$ cat config.mk
export PLATFORM = sky130hd
export DESIGN_NAME = scl2x_back
export DESIGN_NICKNAME = d
export VERILOG_FILES = /design/src/scl2x_pkg.sv /design/src/scl2x_back.sv
export SDC_FILE = /design/constraint.sdc
export NUM_CORES = 1
export LEC_CHECK = 0
export ABC_AREA = 1
export BUFFER_PORTS_ARGS = -buffer_cell sky130_fd_sc_hd__buf_2
export CAP_MARGIN = 20
export CORE_ASPECT_RATIO = 0.5
export CORE_MARGIN = 1.5
export CORE_UTILIZATION = 56
export CTS_CLUSTER_DIAMETER = 30
export CTS_CLUSTER_SIZE = 24
export DETAILED_ROUTE_END_ITERATION = 7
export PLACE_DENSITY_LB_ADDON = 0.05
export SLEW_MARGIN = 30
export SYNTH_ARGS = -nofsm -noshare
export SYNTH_HDL_FRONTEND = slang
export SYNTH_SLANG_ARGS = --single-unit
$ cat constraint.sdc
create_clock -name clk -period 5.12 [get_ports clk]
set_clock_uncertainty 0.15 [all_clocks]
set_input_delay 0.768 -clock clk [delete_from_list [all_inputs] [get_ports clk]]
set_output_delay 0.768 -clock clk [all_outputs]
set_load 0.02 [all_outputs]
$ cat src/scl2x_pkg.sv
`timescale 1ns / 1ps

package scl2x_pkg;

    localparam int PIX_W     = 32;
    localparam int COL_BITS  = 11;
    localparam int ROW_BITS  = 12;
    localparam int CFG_W     = 13;
    localparam int IN_DATA_W = 32;
    localparam int OUT_DATA_W = 152;

    localparam int RESET_WIDTH  = 64;
    localparam int RESET_HEIGHT = 64;

    localparam int QDEPTH = 4;
    localparam int QPTR_W = $clog2(QDEPTH);
    localparam int QCNT_W = $clog2(QDEPTH + 1);

    localparam logic REG_FRAME_WIDTH  = 1'b0;
    localparam logic REG_FRAME_HEIGHT = 1'b1;

    typedef enum logic [1:0] {
        KIND_UP   = 2'd0,
        KIND_LEFT = 2'd1,
        KIND_HERE = 2'd2
    } kind_t;

    typedef struct packed {
        logic has_up;
        logic two_up;
        logic x_ge1;
        logic x_ge2;
        logic right_in;
    } nbr_t;

    typedef struct packed {
        logic [COL_BITS-1:0] col;
        logic [ROW_BITS-1:0] row;
        nbr_t                nbr;
        logic [2:0]          kinds;
        logic [PIX_W-1:0]    pix_p;
        logic [PIX_W-1:0]    pix_p1;
        logic [PIX_W-1:0]    pix_p2;
        logic [PIX_W-1:0]    pix_e;
        logic [PIX_W-1:0]    pix_b;
        logic [PIX_W-1:0]    pix_d;
        logic [PIX_W-1:0]    pix_f;
    } job_t;

endpackage

$ cat src/scl2x_back.sv
`timescale 1ns / 1ps

module scl2x_back (
    input  logic                              clk,
    input  logic                              rst_n,
    input  logic                              q_valid,
    input  scl2x_pkg::job_t                   q_head,
    output logic                              pop,
    output logic                              m_tvalid,
    input  logic                              m_tready,
    output logic [scl2x_pkg::OUT_DATA_W-1:0]  m_tdata,
    output logic                              m_tlast,
    output logic                              m_tuser
);

    localparam int PW = scl2x_pkg::PIX_W;

    logic [2:0]                      sent_reg, sent_next;
    logic                            m_valid_reg, m_valid_next;
    logic [scl2x_pkg::OUT_DATA_W-1:0] m_data_reg, m_data_next;
    logic                            m_last_reg, m_last_next;
    logic                            m_user_reg, m_user_next;

    logic [2:0]                      pending, pick_mask, rest;
    scl2x_pkg::kind_t                pick;
    logic                            out_free, emit, last;
    logic [PW-1:0]                   b, d, e, f, h;
    logic [PW-1:0]                   tl, tr, bl, br;
    logic [scl2x_pkg::COL_BITS-1:0]  col;
    logic [scl2x_pkg::ROW_BITS-1:0]  row;
    logic                            done;

    assign out_free = !m_valid_reg || m_tready;
    assign pending  = q_head.kinds & ~sent_reg;

    always_comb
    begin
        if (pending[scl2x_pkg::KIND_UP])
        begin
            pick = scl2x_pkg::KIND_UP;
        end
        else if (pending[scl2x_pkg::KIND_LEFT])
        begin
            pick = scl2x_pkg::KIND_LEFT;
        end
        else
        begin
            pick = scl2x_pkg::KIND_HERE;
        end
    end

    assign pick_mask = 3'b001 << pick;
    assign rest      = pending & ~pick_mask;
    assign last      = (rest == 3'b000);
    assign emit      = q_valid && out_free && (pending != 3'b000);
    assign pop       = emit && last;

    // clamped neighborhood of the chosen centre
    always_comb
    begin
        col  = q_head.col;
        row  = q_head.row;
        done = 1'b0;
        e    = q_head.pix_e;
        b    = q_head.pix_e;
        d    = q_head.pix_e;
        f    = q_head.pix_e;
        h    = q_head.pix_p;
        unique case (pick)
            scl2x_pkg::KIND_UP:
            begin
                row = q_head.row - 1'b1;
                e   = q_head.pix_e;
                b   = q_head.nbr.two_up ? q_head.pix_b : q_head.pix_e;
                d   = q_head.nbr.x_ge1 ? q_head.pix_d : q_head.pix_e;
                f   = q_head.nbr.right_in ? q_head.pix_f : q_head.pix_e;
                h   = q_head.pix_p;
            end
            scl2x_pkg::KIND_LEFT:
            begin
                col = q_head.col - 1'b1;
                e   = q_head.pix_p1;
                b   = q_head.nbr.has_up ? q_head.pix_d : q_head.pix_p1;
                d   = q_head.nbr.x_ge2 ? q_head.pix_p2 : q_head.pix_p1;
                f   = q_head.pix_p;
                h   = q_head.pix_p1;
            end
            scl2x_pkg::KIND_HERE:
            begin
                done = 1'b1;
                e    = q_head.pix_p;
                b    = q_head.nbr.has_up ? q_head.pix_e : q_head.pix_p;
                d    = q_head.nbr.x_ge1 ? q_head.pix_p1 : q_head.pix_p;
                f    = q_head.pix_p;
                h    = q_head.pix_p;
            end
            default: ;
        endcase
    end

    always_comb
    begin
        tl = e;
        tr = e;
        bl = e;
        br = e;
        if (b != h && d != f)
        begin
            tl = (d == b) ? d : e;
            tr = (b == f) ? f : e;
            bl = (d == h) ? d : e;
            br = (h == f) ? f : e;
        end
    end

    always_comb
    begin
        sent_next    = sent_reg;
        m_valid_next = m_valid_reg;
        m_data_next  = m_data_reg;
        m_last_next  = m_last_reg;
        m_user_next  = m_user_reg;
        if (m_valid_reg && m_tready)
        begin
            m_valid_next = 1'b0;
        end
        if (emit)
        begin
            m_valid_next = 1'b1;
            m_data_next  = {1'b0, br, bl, tr, tl, row, col};
            m_last_next  = last;
            m_user_next  = done;
            sent_next    = last ? 3'b000 : (sent_reg | pick_mask);
        end
    end

    always_ff @(posedge clk or negedge rst_n)
    begin
        if (!rst_n)
        begin
            sent_reg    <= 3'b000;
            m_valid_reg <= 1'b0;
        end
        else
        begin
            sent_reg    <= sent_next;
            m_valid_reg <= m_valid_next;
        end
    end

    always_ff @(posedge clk)
    begin
        m_data_reg <= m_data_next;
        m_last_reg <= m_last_next;
        m_user_reg <= m_user_next;
    end

    assign m_tvalid = m_valid_reg;
    assign m_tdata  = m_data_reg;
    assign m_tlast  = m_last_reg;
    assign m_tuser  = m_user_reg;

    a_done_is_last: assert property (@(posedge clk) disable iff (!rst_n)
        m_valid_reg && m_user_reg |-> m_last_reg)
        else $error("frame end not on the last result of its pixel");

    a_sent_in_job: assert property (@(posedge clk) disable iff (!rst_n)
        (!q_valid || ((q_head.kinds != 3'b000) && ((sent_reg & ~q_head.kinds) == 3'b000)))
        && (q_valid || (sent_reg == 3'b000)))
        else $error("result bookkeeping out of step with queue head");

endmodule

# Word-level counts from Yosys, hierarchy flattened
# Index checks and enable logic that the tools add are counted.
dict set report op_classes {
  addsub 2
  n_mul 0
  div 0
  magnitude_cmp 0
  n_eq_ne 8
  shift 1
  n_mux 28
  bitwise_logic 5
  n_reduce_logical 12
}
# cell count
set op_table {}
lappend op_table {{32-bit 2-to-1 mux} 16}
lappend op_table {{32-bit one-hot mux with 3 select lines} 2}
lappend op_table {{32-bit equality test} 4}
lappend op_table {{32-bit one-hot mux with 2 select lines} 2}
lappend op_table {{32-bit inequality test} 2}
lappend op_table {{12-bit 2-to-1 mux} 1}
lappend op_table {{12-bit by 1-bit subtractor with 12-bit output (second input constant)} 1}
lappend op_table {{11-bit 2-to-1 mux} 1}
lappend op_table {{11-bit by 1-bit subtractor with 11-bit output (second input constant)} 1}
lappend op_table {{3-bit bitwise AND} 2}
lappend op_table {{3-bit NOT} 2}
lappend op_table {{1-bit logical AND} 5}
lappend op_table {{2-bit 2-to-1 mux} 2}
lappend op_table {{3-bit zero test} 1}
lappend op_table {{1-bit 2-to-1 mux} 3}
lappend op_table {{3-bit 2-to-1 mux} 1}
lappend op_table {{3-bit bitwise OR} 1}
lappend op_table {{3-bit nonzero test} 1}
lappend op_table {{1-bit by 2-bit left shift with 3-bit output (first input constant)} 1}
lappend op_table {{2-bit by 1-bit equality test with 1-bit output (second input constant)} 1}
lappend op_table {{2-bit equality test (second input constant)} 1}
lappend op_table {{2-bit zero test} 1}
lappend op_table {{2-bit nonzero test} 1}
lappend op_table {{2-bit OR reduction} 1}
lappend op_table {{2 further kinds} 2}
dict set report word_totals {
  register_bits 157
  latch_bits 0
  ramBits 0
  rom_bits 0
  input_bits 259
  out_inout_bits 156
  wordCells 61
  n_memories 0
}

# Longest topological paths before layout
dict set report depth {
  ltp_word 10
  ltp_mapped 22
  depth_no_buf 19
}

# Worst setup path before layout
# No wires, ideal clock.
dict set report synth_timing {
  path_kind {input port to flip-flop}
  startpoint {input port q_head[224] in the netlist's numbering}
  endpoint {register m_data_reg, in the netlist m_tdata[0], enable pin}
  setup_time_ps 506
  t_arrival_ps 4347
  t_required_ps 4464
  setup_slack_ps 117
  path_stages 7
  n_path_buf 1
  cell_sequence {nand2_2 > nand2_2 > inv_2 > buf_2 > nand2_1 > nand3_1 > inv_1}
}
dict set report synth_via {
  elab_chain_cells 3
}
# item line_no
set synth_rtl {}
lappend synth_rtl {{start: declaration} scl2x_back.sv:7} ;# input scl2x_pkg::job_t q_head,
lappend synth_rtl {{3-bit bitwise AND} scl2x_back.sv:34} ;# assign pending = q_head.kinds & ~sent_reg;
lappend synth_rtl {{3-bit nonzero test} scl2x_back.sv:55} ;# assign emit = q_valid && out_free && (pending != 3'b000);
lappend synth_rtl {{1-bit logical AND} scl2x_back.sv:55}
lappend synth_rtl {{via emit} scl2x_back.sv:26} ;# logic out_free, emit, last;
lappend synth_rtl {{end signal: assignment} scl2x_back.sv:153} ;# m_data_reg <= m_data_next;
lappend synth_rtl {{end: declaration} scl2x_back.sv:20} ;# logic [scl2x_pkg::OUT_DATA_W-1:0] m_data_reg, m_data_next;
# The timed path passes the listed nets, and every way through them passes these cells.
# A chain may end at the register's enable or synchronous reset.

# Worst setup path after layout
dict set report layout_timing {
  startpoint {input port q_head[227] in the netlist's numbering}
  endpoint {register m_data_reg, in the netlist m_tdata[43] (data pin)}
}
dict set report layout_via {
  elab_chain_cells 5
}
# item line_no
set layout_rtl {}
lappend layout_rtl {{32-bit 2-to-1 mux} scl2x_back.sv:76} ;# f = q_head.nbr.right_in ? q_head.pix_f : q_head.pix_e;
lappend layout_rtl {{32-bit one-hot mux with 2 select lines} scl2x_back.sv:69} ;# unique case (pick)
lappend layout_rtl {{32-bit inequality test} scl2x_back.sv:107} ;# if (b != h && d != f)
lappend layout_rtl {{1-bit logical AND} scl2x_back.sv:107}
lappend layout_rtl {{32-bit 2-to-1 mux} scl2x_back.sv:107}
lappend layout_rtl {{via tl[20]} scl2x_back.sv:28} ;# logic [PW-1:0] tl, tr, bl, br;
# The timed path passes the listed nets, and every way through them passes these cells.

==> qor.yml <==
synth_seq_area_share_pct: 27.3
initialDrtViolationCount: 3236
grt_max_degree: 110
clock_power_share_pct: 17.6
synth_edf_count: 153
ir_worst_vdd_uv: 270
cts_inserted_buffers: 17
worst_path_max_delay_cell: "inv_1"
cts_hold_buf: 1
netlist_top_cells_area: "nand2_1 39%, edfxtp_1 27%, nand3_1 5.9%, inv_1 5.2%, nor2_1 4.7%"
portBuffers: 413
tightest_slew_ps: 931
critPathKind: "in -> reg"
synth_seq_cells: 157
num_rows: 45
cpMostUsedCell: "nand2_1"
grt_pass1_vias: 19300
dp_hpwl_um: 52000
register_area_mm2: 0.00469
async_reset_ff_share_pct: 2.55
fmax_mhz: 252
clock_latency_ps: 460
largest_reg_flops: 151
pwr-share-seq_pct: 23.9
num-fill-cells: 2953
post-route-period-util_pct: 77.6
tns_ps: 0
start_util_pct: 56.8
synth_top_cell_area_share_pct: 39.3
place_area_mm2: 0.0195
cts_max_level: 4
setup_viol: 0
post-route-cell-area_mm2: 0.0201
violations: "design-rule violations"
worstSetupStartpointType: "primary input"
syn_nets: 3395
worstPathCellList: "buf_2 > inv_1 > buf_4 > nand2_1 > nand2_1 > nand2_1 > nand2_1 > inv_2 > nand2_1 > nand2_1 > inv_1 > nand2_1 > nor2_1 > nand2_1 > nor2_1 > nand2_2 > buf_4 > nand3_1 > buf_4 > nand2_1 > nand2_1"
clkSinkCount: 157
cts_buffer_depth: 2
syn_inst: 3134
postCtsSetupBuffers: 0
crit_family: "buffers and inverters"
p_int_mw: 3.79
hold_path.class: "reg -> reg"
muxShareOfSynthArea_pct: 0
grt_pass1_wl_um: 105000
fp.dieW_um: 251
ant_nets: 0
synth_top_family_by_area: "simple AND/OR/NAND/NOR gates"
required_ps: 5280
drive_gt1_share_pct: 15.4
rsz0062_at_grt: "no"
die_area_mm2: 0.0318
die_h_um: 127
antenna_found_initial: 3
grt_overflow: 0
comb_power_share_pct: 58.5
slew-limit-headroom_pct: 37.9
path_buf_inv: 7
synth_adder_area_share_pct: 0.146
routed-via-count: 22000
dr.pass1.iters: 8
fin_total_pwr_mw: 7.77
p_switching_mw: 3.98
p_leak_nw: 11.5
drt-total-wl_um: 70500
maxCapViolCount: 0
yosys_warnings: 0
synth_ff_type: "edfxtp_1"
cts_tree: "done"
fin_crit_ps: 3970
nets: 3730
max_stage_delay_ps: 490
synth_cell_types: 35
cts.clk_slew.worst_paths_ps: 70
synthXorXnorAreaFrac_pct: 1.83
cts_root_buf: "clkbuf_16"
cp_data_arrival_time_ps: 4140
syn2layout_area_growth_pct: 16.9
synth-compound-area-share_pct: 7.24
status: "complete, but fails checks"
postCtsResizedCells: 0
p_sw_share_pct: 51.2
viasPerCell: 5.68
synth.avg_cell_area_um2: 5.48
syn_area_mm2: 0.0172
hold_violations: 0
p_per_area_mw_per_mm2: 387
multi_input_area_mm2: 0.0108
final_max_slew_viol_count: 0
place.gp.congestion: 1.04
yosys.area.top_type: "nand2_1"
grt_use_total_pct: 42.9
drcViolationCount: 20
core-area_mm2: 0.0302
top_level_ports: 415
worstPathMaxFanout: 33
wire_per_inst_um: 18.2
critPathCaptureType: "flip-flop"
synth-simple-area-share_pct: 53.3
[area by class of cell]
cell class | instances | area share (%)
multi-input combinational | 2564 | 53.5
sequential | 157 | 23.4
timing repair buffer | 463 | 12.7
inverter | 266 | 4.99
tap | 399 | 2.48
clock buffer | 19 | 2.15
clock inverter | 13 | 0.753
antenna | 3 | 0.0374
[power groups by stage]
stage	clock network (mW)	logic (mW)	registers, mW
6_report	1.37	4.55	1.86
5_1_grt	1.41	4.96	1.87
4_1_cts	1.36	4.38	1.86
3_5_place_dp	0	4.36	1.88
3_3_place_gp	0	4.31	1.88
2_1_floorplan	0	2.75	2.17
[cell usage in the layout (no fill, tap or decap), types with 4 or more instances in the layout]
cell type,n
a21oi_1,33
a21oi_2,4
buf_12,8
buf_2,411
buf_4,43
clkbuf_16,17
clkinv_1,10
dfrtp_1,4
edfxtp_1,153
inv_1,235
inv_2,21
inv_6,7
nand2_1,1801
nand2_2,5
nand3_1,201
nand3b_1,8
nand4_1,57
nor2_1,211
nor2_2,7
nor3_1,6
o211ai_1,4
o21ai_0,119
o21ai_1,28
o221ai_1,30
xnor2_1,11
xor2_1,25
[metal layers]
metal	GRT usage, %	vias up	share of wire (%)	wire [um]
met5	0	-	0	0
met4	18.5	0	4.0	2810
met3	12.6	217	15	10300
met2	64.6	1552	42	29400
met1	57.4	9780	40	28000
li1	-	10500	-	-
[Yosys cell counts (5+ instances only)]
cell type	number
nand2_1	1801
clkbuf_1	33
buf_1	5
a21oi_1	33
nand4_1	57
inv_1	236
buf_2	92
xnor2_1	11
o21ai_0	119
o221ai_1	30
nor2_1	214
nand3b_1	8
nor3_1	6
nand3_1	201
clkinv_1	9
edfxtp_1	153
nand2_2	5
xor2_1	25
o21ai_1	28
inv_2	21
buf_4	13
[per-stage QoR]
stage | std cells | hold WS [ps] | worst slack [ps] | utilization [%]
floorplan | 3134 | 309 | 117 | -
global placement | 3848 | 328 | 968 | 64.5
detailed placement | 3848 | 333 | 951 | 64.5
CTS | 3881 | 350 | 1400 | 66.4
global route | 3884 | 402 | 1070 | 66.5
finish | 3884 | 349 | 1150 | 66.5
[path summary, 6_finish.rpt]
kind	cells after the start	start	slack, ps	to
worst max-delay path	21	q_head[227]	1150	m_tdata[43]$_DFFE_PP_
worst min-delay path	2	sent_reg[2]$_DFFE_PN0P_	350	sent_reg[2]$_DFFE_PN0P_
worst max register to register	18	sent_reg[1]$_DFFE_PN0P_	1210	m_tdata[43]$_DFFE_PP_
worst min register to register	2	sent_reg[2]$_DFFE_PN0P_	350	sent_reg[2]$_DFFE_PN0P_
max in group asynchronous	2	rst_n	4180	sent_reg[2]$_DFFE_PN0P_
min in group asynchronous	2	rst_n	500	sent_reg[0]$_DFFE_PN0P_
[worst register-to-register path: cells and delay by family, from the launching register on]
kind | cells | cell delay, ps
AND/OR/NAND/NOR | 14 | 1960
buffers and inverters | 4 | 1230
flip-flops | 1 | 420
[kinds of logic (layout without fill, tap and decap cells)]
| kind of cell | Yosys count | count (layout) |
|---|---|---|
| and+or+nand+nor | 2305 | 2305 |
| buffers and inverters | 413 | 761 |
| AOI/OAI and AO/OA | 220 | 220 |
| DFF | 157 | 157 |
| xor gates and xnor gates | 36 | 36 |
| adders and majority gates | 2 | 2 |
| other | 1 | 4 |
(Power assumes the default switching activity.)
