==> src/scl2x_pkg.sv <==
`timescale 1ns / 1ps

package scl2x_pkg;

    localparam int PIX_W     = 32;
    localparam int COL_BITS  = 11;
    localparam int ROW_BITS  = 12;
    localparam int CFG_W     = 13;
    localparam int IN_DATA_W = 32;
    localparam int OUT_DATA_W = 152;

    localparam int RESET_WIDTH  = 64;
    localparam int RESET_HEIGHT = 64;

    localparam int QDEPTH = 4;
    localparam int QPTR_W = $clog2(QDEPTH);
    localparam int QCNT_W = $clog2(QDEPTH + 1);

    localparam logic REG_FRAME_WIDTH  = 1'b0;
    localparam logic REG_FRAME_HEIGHT = 1'b1;

    typedef enum logic [1:0] {
        KIND_UP   = 2'd0,
        KIND_LEFT = 2'd1,
        KIND_HERE = 2'd2
    } kind_t;

    typedef struct packed {
        logic has_up;
        logic two_up;
        logic x_ge1;
        logic x_ge2;
        logic right_in;
    } nbr_t;

    typedef struct packed {
        logic [COL_BITS-1:0] col;
        logic [ROW_BITS-1:0] row;
        nbr_t                nbr;
        logic [2:0]          kinds;
        logic [PIX_W-1:0]    pix_p;
        logic [PIX_W-1:0]    pix_p1;
        logic [PIX_W-1:0]    pix_p2;
        logic [PIX_W-1:0]    pix_e;
        logic [PIX_W-1:0]    pix_b;
        logic [PIX_W-1:0]    pix_d;
        logic [PIX_W-1:0]    pix_f;
    } job_t;

endpackage

==> src/scl2x_queue.sv <==
`timescale 1ns / 1ps

module scl2x_queue (
    input  logic                           clk,
    input  logic                           rst_n,
    input  logic                           push,
    input  scl2x_pkg::job_t                din,
    input  logic                           pop,
    output logic                           valid,
    output scl2x_pkg::job_t                head,
    output logic [scl2x_pkg::QCNT_W-1:0]   count
);

    scl2x_pkg::job_t                    slots_reg [scl2x_pkg::QDEPTH];
    logic [scl2x_pkg::QPTR_W-1:0]       rd_ptr_reg, rd_ptr_next;
    logic [scl2x_pkg::QPTR_W-1:0]       wr_ptr_reg, wr_ptr_next;
    logic [scl2x_pkg::QCNT_W-1:0]       count_reg, count_next;

    always_comb
    begin
        rd_ptr_next = pop ? rd_ptr_reg + 1'b1 : rd_ptr_reg;
        wr_ptr_next = push ? wr_ptr_reg + 1'b1 : wr_ptr_reg;
        count_next  = count_reg;
        if (push && !pop)
        begin
            count_next = count_reg + 1'b1;
        end
        else if (pop && !push)
        begin
            count_next = count_reg - 1'b1;
        end
    end

    always_ff @(posedge clk or negedge rst_n)
    begin
        if (!rst_n)
        begin
            rd_ptr_reg <= '0;
            wr_ptr_reg <= '0;
            count_reg  <= '0;
        end
        else
        begin
            rd_ptr_reg <= rd_ptr_next;
            wr_ptr_reg <= wr_ptr_next;
            count_reg  <= count_next;
        end
    end

    always_ff @(posedge clk)
    begin
        if (push)
        begin
            slots_reg[wr_ptr_reg] <= din;
        end
    end

    assign valid = (count_reg != '0);
    assign head  = slots_reg[rd_ptr_reg];
    assign count = count_reg;

    a_no_overflow: assert property (@(posedge clk) disable iff (!rst_n)
        push && !pop |-> count_reg != scl2x_pkg::QCNT_W'(scl2x_pkg::QDEPTH))
        else $error("job queue overflow");

endmodule

==> config.mk <==
export PLATFORM = sky130hd
export DESIGN_NAME = scl2x_queue
export DESIGN_NICKNAME = d
export VERILOG_FILES = /design/src/scl2x_pkg.sv /design/src/scl2x_queue.sv
export SDC_FILE = /design/constraint.sdc
export NUM_CORES = 1
export LEC_CHECK = 0
export BUFFER_PORTS_ARGS = -buffer_cell sky130_fd_sc_hd__buf_2
export CORE_UTILIZATION = 29
export CTS_CLUSTER_SIZE = 14
export DETAILED_ROUTE_END_ITERATION = 16
export PLACE_DENSITY = 0.45
export RECOVER_POWER = 100
export SYNTH_ARGS = -nofsm -noshare
export SYNTH_HDL_FRONTEND = slang
export SYNTH_SLANG_ARGS = --single-unit
==> constraint.sdc <==
create_clock -name clk -period 16.1 [get_ports clk]
set_input_delay 1.61 -clock clk [delete_from_list [all_inputs] [get_ports clk]]
set_output_delay 1.61 -clock clk [all_outputs]
set_load 0.005 [all_outputs]
== Word level (Yosys, flattened, before mapping) ==
Memory sizes are Yosys's and may differ from the RTL's.
Cells that the tools add are included.
Cells by class
  $add $sub $neg: 4
  multipliers: 0
  divide/modulo/power cells: 0
  order comparisons: 0
  equality and inequality tests: 0
  shift operators: 0
  mux-type cells: 4
  bitwise gates (word level): 0
  reductions and logical operators: 6
Operators by type and width (count)
  3-bit 2-to-1 mux: 2
  2-bit by 1-bit adder with 2-bit output (second input constant): 2
  3-bit by 1-bit adder with 3-bit output (second input constant): 1
  3-bit nonzero test: 1
  3-bit by 1-bit subtractor with 3-bit output (second input constant): 1
  1-bit logical AND: 2
  1-bit logical NOT: 2
  1-bit 2-to-1 mux: 2
  2-bit nonzero test: 1
Word-level totals
  register bits after elaboration: 7
  latch bits: 0
  memory bits (writable): 1020
  bits in read-only memories: 0
  input port bits: 259
  output and inout bits: 259
  logic and storage cells: 18
  memories kept: 1
Memories
  slots_reg: depth 4, bits a word 255, rd ports 1, clocked after memory_dff 0, write ports 1, RTL line scl2x_queue.sv:14  | scl2x_pkg::job_t slots_reg [scl2x_pkg::QDEPTH];

== Logic depth before layout (Yosys ltp) ==
Gate-level depths: netlist of run 1.
  depth after elaboration: 4
  mapped depth: 7

== Worst setup path before layout of run 1 ==
OpenSTA, ideal clock, no wires.
  kind: input port to flip-flop
  start point: input port push
  end point: memory slots_reg[1][0] (netlist bit), enable pin
  arrival time: 7373 ps
  required time: 15453 ps
  setup slack: 8079 ps
  stages: 1
  cell sequence: and2_1
On the way
  cells in the longest elaborated chain, start to end: 2
Ends and longest elaborated chain
  start: declaration: RTL line scl2x_queue.sv:6  | input logic push,
  1-bit 2-to-1 mux: RTL line scl2x_queue.sv:52  | if (push)
  1-bit 2-to-1 mux (not written as such): RTL line scl2x_queue.sv:54  | slots_reg[wr_ptr_reg] <= din;
  end: declaration: RTL line scl2x_queue.sv:14
Every way passes these cells.

== Final worst setup path of run 1 ==
  start point: input port push
  end point: memory slots_reg[2][188] (netlist bit), enable pin
The elaborated chain is that of the path after synthesis.

==> run_summary.xml, run 1 <==
<?xml version="1.0" encoding="UTF-8"?>
<metrics>
  <group name="yosys">
    <metric name="ys_warn_count" unit="">0</metric>
    <metric name="syn_area_per_cell" unit="sq um">27.4</metric>
    <metric name="postSynthRegisterBits" unit="">1027</metric>
    <metric name="postSynthCellCount" unit="">1365</metric>
    <metric name="netlist_area_before_placement" unit="sq um">37400</metric>
    <metric name="synth.net_count" unit="">1630</metric>
    <metric name="synth_sequential_area_ratio" unit="%">82.4</metric>
    <metric name="synthDistinctLibCells" unit="">19</metric>
  </group>
  <group name="place">
    <metric name="gp_routability_congestion" unit="">0.731</metric>
    <metric name="place.port_buffers" unit="">517</metric>
    <metric name="place_hpwl" unit="um">50400</metric>
  </group>
  <group name="detailed_routing">
    <metric name="wl_met1" unit="um">33400</metric>
    <metric name="remaining_drc_errors" unit="">0</metric>
    <metric name="post_drt_wl_per_cell" unit="um">22.6</metric>
    <metric name="antenna_left" unit="">0</metric>
    <metric name="dr.max_layer_used" unit="">met5</metric>
    <metric name="wl_met3" unit="um">6700</metric>
    <metric name="drt-pass1-iter-count" unit="">5</metric>
    <metric name="drtIter0Drc" unit="">865</metric>
    <metric name="detail_route.wirelength" unit="um">84100</metric>
    <metric name="via_count" unit="">16700</metric>
    <metric name="wl_met2" unit="um">41900</metric>
    <metric name="routed_via_density" unit="">4.48</metric>
  </group>
  <group name="global_routing">
    <metric name="initial_antenna_violation_count" unit="">19</metric>
    <metric name="global_route.overflow_total" unit="">0</metric>
    <metric name="first_global_vias" unit="">17800</metric>
    <metric name="grt_pass1_wl" unit="um">122000</metric>
    <metric name="grt_max_degree" unit="">115</metric>
    <metric name="grt_usage" unit="%">12.8</metric>
  </group>
  <group name="sta">
    <metric name="transition_time_of_the_tightest_slew_check_pin" unit="ns">7.86</metric>
    <metric name="setup_repair_after_global_routing_missed_its_margin" unit="">no</metric>
    <metric name="fin_tns_setup" unit="ns">0</metric>
    <metric name="hold_viol_final" unit="">0</metric>
    <metric name="finalWorstPathRequiredPeriod" unit="ns">9.77</metric>
    <metric name="clock-skew-final" unit="ns">0.0253</metric>
    <metric name="headroom_to_the_max_slew_limit" unit="%">-424</metric>
    <metric name="setup_viol" unit="">0</metric>
    <metric name="final.period_utilization" unit="%">60.7</metric>
    <metric name="final-max-slew-violation-count" unit="">1069</metric>
    <metric name="achievable-frequency" unit="MHz">102</metric>
  </group>
  <group name="clock_network">
    <metric name="hold_buffers" unit="">0</metric>
    <metric name="clock_latency" unit="ns">0.70</metric>
    <metric name="cts.reportedPaths.clkPinSlew" unit="ns">0.06</metric>
    <metric name="clkSinkCount" unit="">1027</metric>
    <metric name="cts_setup_buffers" unit="">0</metric>
    <metric name="tritoncts" unit="">yes</metric>
    <metric name="post_cts.resized_instances" unit="">0</metric>
    <metric name="htreeDepth" unit="">3</metric>
    <metric name="cts_made_buffers" unit="">111</metric>
    <metric name="cts_root_buf" unit="">sky130_fd_sc_hd__clkbuf_16</metric>
    <metric name="clk_path_buf_depth" unit="">3</metric>
  </group>
  <group name="hold_path">
    <metric name="hold_path.class" unit="">reg -&gt; reg</metric>
    <metric name="whs_path_depth" unit="">1</metric>
  </group>
  <group name="floorplan">
    <metric name="die_area" unit="sq um">130000</metric>
    <metric name="boundaryPins" unit="">518</metric>
    <metric name="die_y" unit="um">361</metric>
    <metric name="die_width" unit="um">361</metric>
    <metric name="floorplan.rows" unit="">131</metric>
    <metric name="start_util" unit="%">29.3</metric>
    <metric name="coreArea" unit="sq um">128000</metric>
  </group>
  <group name="critical_path">
    <metric name="crit_start" unit="">push</metric>
    <metric name="crit_required" unit="ns">16.32</metric>
    <metric name="worstRegToRegCells" unit="">5</metric>
    <metric name="cp_data_arrival_time" unit="ns">9.99</metric>
    <metric name="worstSetupEndpoint" unit="">slots_reg[2][188]$_DFFE_PP_</metric>
    <metric name="timing.setup.critical_path_class" unit="">in -&gt; reg</metric>
    <metric name="r2r_end" unit="">slots_reg[2][188]$_DFFE_PP_</metric>
    <metric name="start_kind" unit="">input pin</metric>
    <metric name="worst_setup_path_end_kind" unit="">flip-flop</metric>
    <metric name="critPathMaxFanout" unit="">58</metric>
    <metric name="reg2reg_from" unit="">wr_ptr_reg[0]$_DFFE_PN0P_</metric>
    <metric name="r2r_setup_slack" unit="ns">6.99</metric>
  </group>
  <group name="finish">
    <metric name="finalNetCount" unit="">2223</metric>
    <metric name="post_layout_utilization_of_the_core" unit="%">34.9</metric>
    <metric name="largest_register_ff_count" unit="">1020</metric>
    <metric name="final_layout_size_suffix_gt1_share" unit="%">23.3</metric>
    <metric name="areaGrowthSynthToFinish" unit="%">19.2</metric>
  </group>
  <group name="power_and_ir_drop">
    <metric name="powerDensity" unit="nW/um^2">186</metric>
    <metric name="total_leakage_power" unit="nW">13.7</metric>
    <metric name="power.ir.vdd_worst" unit="uV">119</metric>
  </group>
  <group name="status">
    <metric name="violated_checks" unit="">max-capacitance violations, max-slew violations</metric>
    <metric name="outcome" unit="">finished, violations left</metric>
  </group>
  <group name="run">
    <metric name="cap_violations" unit="">18</metric>
  </group>
</metrics>
[how the worst min path moves through the flow]
stage                              start              endpoint  slack, ns
floorplan           count[2]$_DFFE_PN0P_  count[2]$_DFFE_PN0P_       0.48
global placement    count[2]$_DFFE_PN0P_  count[2]$_DFFE_PN0P_       0.47
detailed placement  count[2]$_DFFE_PN0P_  count[2]$_DFFE_PN0P_       0.48
CTS                 count[2]$_DFFE_PN0P_  count[2]$_DFFE_PN0P_       0.50
global route        count[2]$_DFFE_PN0P_  count[2]$_DFFE_PN0P_       0.53
finish              count[2]$_DFFE_PN0P_  count[2]$_DFFE_PN0P_       0.49
[placed cells by master (no fill, tap or decap), drive strengths merged]
cell	count
diode	2
inv	8
bufinv	9
dfrtp	7
ha	5
buf	61
clkinv	48
nand2	2
clkinvlp	6
xor2	4
clkbuf	617
mux4	255
o21ai	1
nor2	1
xnor2	2
and2	4
mux2	1
fa	1
edfxtp	1020
or3	1
[per-layer routing]
metal,track usage [%],vias up
met5,0,-
met4,3.61,36
met3,5.03,156
met2,21.3,456
met1,15.3,8834
li1,-,7173
[power breakdown]
| part | internal (mW) | switching [mW] | leakage (nW) |
|---|---|---|---|
| combinational | 0.902 | 1.19 | 2.55 |
| sequential | 3.58 | 0.148 | 9.45 |
| clock | 1.46 | 1.02 | 1.75 |
[cell usage after synthesis]
library cell / number / area (sq um)
sky130_fd_sc_hd__and2_1: 4 / 25.0
sky130_fd_sc_hd__xor2_1: 4 / 35.0
sky130_fd_sc_hd__nand2_1: 2 / 7.51
sky130_fd_sc_hd__fa_1: 1 / 20.0
sky130_fd_sc_hd__clkbuf_1: 2 / 7.51
sky130_fd_sc_hd__buf_6: 5 / 56.3
sky130_fd_sc_hd__xnor2_1: 2 / 17.5
sky130_fd_sc_hd__or3_1: 1 / 6.26
sky130_fd_sc_hd__buf_2: 27 / 135
sky130_fd_sc_hd__mux2_2: 1 / 11.3
sky130_fd_sc_hd__o21ai_0: 1 / 5.00
sky130_fd_sc_hd__buf_12: 22 / 440
sky130_fd_sc_hd__dfrtp_1: 7 / 175
sky130_fd_sc_hd__nor2_1: 1 / 3.75
sky130_fd_sc_hd__edfxtp_1: 1020 / 30600
sky130_fd_sc_hd__ha_1: 5 / 62.6
sky130_fd_sc_hd__inv_1: 4 / 15.0
sky130_fd_sc_hd__buf_1: 1 / 3.75
sky130_fd_sc_hd__mux4_2: 255 / 5740
[critical path: stages]
cell and delay [ns]:
sky130_fd_sc_hd__clkbuf_1 0.33, sky130_fd_sc_hd__and2_0 2.21, sky130_fd_sc_hd__clkbuf_1 2.79, sky130_fd_sc_hd__clkbuf_1 2.88
[cell type report]
class	count	area, sq um
Clock buffer	141	2990
Fill cell	12000	83100
Tap cell	1662	2080
Timing Repair Buffer	537	2130
Sequential cell	1027	30800
Inverter	4	15.0
Antenna cell	2	5.00
Clock inverter	67	602
Multi-Input combinational cell	277	5940
[cells by family (layout without fill, tap and decap cells)]
| group | after synthesis | after routing | share of synthesized area, % |
|---|---|---|---|
| DFF | 1027 | 1027 | 82.4 |
| muxes | 256 | 256 | 15.4 |
| buffers and inverters | 61 | 749 | 1.76 |
| and+or+nand+nor | 8 | 8 | 0.114 |
| adders and majority gates | 6 | 6 | 0.221 |
| xor gates and xnor gates | 6 | 6 | 0.141 |
| AOI/OAI and AO/OA | 1 | 1 | 0.0134 |
| other | 0 | 2 | 0 |
[metrics by stage]
stage	cell area (sq um)	hold WS (ns)	worst slack, ns	cells	power, mW
after floorplan	37400	0.479	8.08	1365	5.18
after global placement	41700	0.471	10.90	3507	5.97
after detailed placement	41700	0.480	10.89	3507	5.99
after CTS	45200	0.496	10.06	3715	8.51
after global routing	44600	0.533	5.46	3715	8.72
final	44600	0.492	6.33	3717	8.29
No activity file was read; power rests on OpenSTA's default activity.
==> inputs of run 2 (changes only) <==
Clock period 16.1 ns to 9 ns, I/O delays scaled along.
==> run 2 against run 1 <==
The run still ends with max-capacitance violations, max-slew violations left. Cell area about the same. Worst hold slack lost 0.071 ns. Via count increased by 0.11%. Highest routed layer unchanged. Cell count down 0.22%.
==> run_summary.xml, run 2 (synthesis results as in run 1) <==
<?xml version="1.0" encoding="UTF-8"?>
<metrics>
  <group name="sta">
    <metric name="transition_time_of_the_tightest_slew_check_pin" unit="ns">4.67</metric>
    <metric name="finalWorstSetupSlack" unit="ns">2.74</metric>
    <metric name="final.period_utilization" unit="%">69.6</metric>
    <metric name="final-max-slew-violation-count" unit="">517</metric>
    <metric name="achievable-frequency" unit="MHz">160</metric>
    <metric name="setup_viol" unit="">0</metric>
    <metric name="finalWorstPathRequiredPeriod" unit="ns">6.26</metric>
    <metric name="setup_repair_after_global_routing_missed_its_margin" unit="">no</metric>
    <metric name="clock-skew-final" unit="ns">0.0180</metric>
    <metric name="fin_tns_setup" unit="ns">0</metric>
    <metric name="hold_viol_final" unit="">0</metric>
    <metric name="headroom_to_the_max_slew_limit" unit="%">-211</metric>
  </group>
  <group name="place">
    <metric name="place.port_buffers" unit="">517</metric>
    <metric name="pre_cts_slack" unit="ns">4.95</metric>
    <metric name="gp_routability_congestion" unit="">0.722</metric>
    <metric name="place_hpwl" unit="um">49900</metric>
  </group>
  <group name="power_and_ir_drop">
    <metric name="power.ir.vdd_worst" unit="uV">234</metric>
    <metric name="powerDensity" unit="nW/um^2">331</metric>
    <metric name="total_power" unit="mW">14.7</metric>
    <metric name="total_leakage_power" unit="nW">13.8</metric>
  </group>
  <group name="critical_path">
    <metric name="worst_setup_path_end_kind" unit="">flip-flop</metric>
    <metric name="cp_data_arrival_time" unit="ns">6.54</metric>
    <metric name="critPathMaxFanout" unit="">56</metric>
    <metric name="crit_start" unit="">wr_ptr_reg[1]$_DFFE_PN0P_</metric>
    <metric name="worstSetupEndpoint" unit="">slots_reg[1][124]$_DFFE_PP_</metric>
    <metric name="r2r_end" unit="">slots_reg[1][124]$_DFFE_PP_</metric>
    <metric name="crit_path_cell_trace" unit="">inv_1 -&gt; ha_1 -&gt; and2_0 -&gt; clkbuf_2</metric>
    <metric name="crit_required" unit="ns">9.28</metric>
    <metric name="timing.setup.critical_path_class" unit="">reg -&gt; reg</metric>
    <metric name="crit_slowest_cell" unit="">sky130_fd_sc_hd__and2_0</metric>
    <metric name="cpPeakStageDelay" unit="ns">3.30</metric>
    <metric name="r2r_setup_slack" unit="ns">2.74</metric>
    <metric name="reg2reg_from" unit="">wr_ptr_reg[1]$_DFFE_PN0P_</metric>
    <metric name="worstRegToRegCells" unit="">4</metric>
    <metric name="start_kind" unit="">flip-flop</metric>
  </group>
  <group name="clock_network">
    <metric name="clk_path_buf_depth" unit="">3</metric>
    <metric name="cts_made_buffers" unit="">112</metric>
    <metric name="tritoncts" unit="">yes</metric>
    <metric name="cts.reportedPaths.clkPinSlew" unit="ns">0.06</metric>
    <metric name="clock_latency" unit="ns">0.70</metric>
    <metric name="cts_root_buf" unit="">sky130_fd_sc_hd__clkbuf_16</metric>
    <metric name="htreeDepth" unit="">3</metric>
    <metric name="clkSinkCount" unit="">1027</metric>
  </group>
  <group name="global_routing">
    <metric name="grt_usage" unit="%">12.9</metric>
    <metric name="grt_max_degree" unit="">132</metric>
    <metric name="global_route.overflow_total" unit="">0</metric>
    <metric name="initial_antenna_violation_count" unit="">22</metric>
    <metric name="grt_pass1_wl" unit="um">123000</metric>
    <metric name="first_global_vias" unit="">18200</metric>
  </group>
  <group name="detailed_routing">
    <metric name="routed_via_density" unit="">4.50</metric>
    <metric name="drt-pass1-iter-count" unit="">5</metric>
    <metric name="remaining_drc_errors" unit="">0</metric>
    <metric name="via_count" unit="">16700</metric>
    <metric name="post_drt_wl_per_cell" unit="um">22.9</metric>
    <metric name="detail_route.wirelength" unit="um">84800</metric>
    <metric name="drtIter0Drc" unit="">978</metric>
    <metric name="antenna_left" unit="">0</metric>
  </group>
  <group name="hold_path">
    <metric name="hold_path.class" unit="">in -&gt; reg</metric>
    <metric name="worst_hold_start" unit="">pop</metric>
  </group>
  <group name="floorplan">
    <metric name="coreArea" unit="sq um">128000</metric>
    <metric name="boundaryPins" unit="">518</metric>
    <metric name="die_area" unit="sq um">130000</metric>
    <metric name="die_width" unit="um">361</metric>
    <metric name="start_util" unit="%">29.3</metric>
    <metric name="floorplan.rows" unit="">131</metric>
    <metric name="die_y" unit="um">361</metric>
  </group>
  <group name="run">
    <metric name="cap_violations" unit="">9</metric>
  </group>
  <group name="finish">
    <metric name="layout.cells.most_common" unit="">sky130_fd_sc_hd__edfxtp_1</metric>
    <metric name="post_layout_utilization_of_the_core" unit="%">34.9</metric>
    <metric name="areaGrowthSynthToFinish" unit="%">19.2</metric>
    <metric name="layout_common_cells" unit="">sky130_fd_sc_hd__edfxtp_1, sky130_fd_sc_hd__clkbuf_1, sky130_fd_sc_hd__mux4_2</metric>
    <metric name="finalNetCount" unit="">2222</metric>
    <metric name="n_fill_cell" unit="">12000</metric>
    <metric name="final_layout_size_suffix_gt1_share" unit="%">23.5</metric>
    <metric name="largest_register_ff_count" unit="">1020</metric>
  </group>
  <group name="status">
    <metric name="outcome" unit="">finished, violations left</metric>
    <metric name="violated_checks" unit="">max-capacitance violations, max-slew violations</metric>
  </group>
</metrics>
run 2: worst min path at each step:
stage | cells past startpoint | to
finish | 2 | rd_ptr_reg[0]$_DFFE_PN0P_
global route | 1 | slots_reg[3][40]$_DFFE_PP_
CTS | 1 | slots_reg[1][41]$_DFFE_PP_
detailed placement | 1 | count[2]$_DFFE_PN0P_
global placement | 1 | count[2]$_DFFE_PN0P_
floorplan | 1 | count[2]$_DFFE_PN0P_
run 2: report_power, final:
part / internal, mW / leakage [nW] / switching, mW
Sequential: 6.32 / 9.45 / 0.254
Combinational: 1.63 / 2.60 / 2.14
Clock: 2.56 / 1.71 / 1.85
run 2: stage by stage:
step | area [sq um] | instances | hold WS, ns
after floorplan | 37400 | 1365 | 0.479
after global placement | 41700 | 3504 | 0.470
after detailed placement | 41700 | 3504 | 0.479
after CTS | 45200 | 3708 | 0.301
after global routing | 44600 | 3708 | 0.365
final | 44600 | 3709 | 0.421
run 2: routing by layer:
layer / track usage (%) / part of all wire, %
met1: 15.4 / 40
met2: 21.2 / 49
met3: 5.31 / 8.2
met4: 3.70 / 2.5
met5: 0 / 0.29
run 2: what timing repair did:
action,4_1_cts,5_1_grt
hold buffers,1,0
resized for setup,0,0
setup buffers,0,0
hold endpoints to repair,7,0
run 2: worst max-delay path: cells and delay by family, from the launching register on:
kind                     cells  cell delay [ns]
AND/OR/NAND/NOR              1             3.30
buffers and inverters        2             1.80
flip-flops                   1             0.40
adder cells (fa/ha/maj)      1             0.13
run 2: cell type report:
cell class | count | area [sq um] | share of cell area (%)
repair buffers | 535 | 2220 | 4.99
clock buffers | 140 | 2930 | 6.57
clock inverters | 63 | 594 | 1.33
flip-flops and latches | 1027 | 30800 | 69.1
multi-input cells | 277 | 5940 | 13.3
inverters | 4 | 15.0 | 0.0337
well taps | 1662 | 2080 | 4.66
diodes | 1 | 2.50 | 0.00561
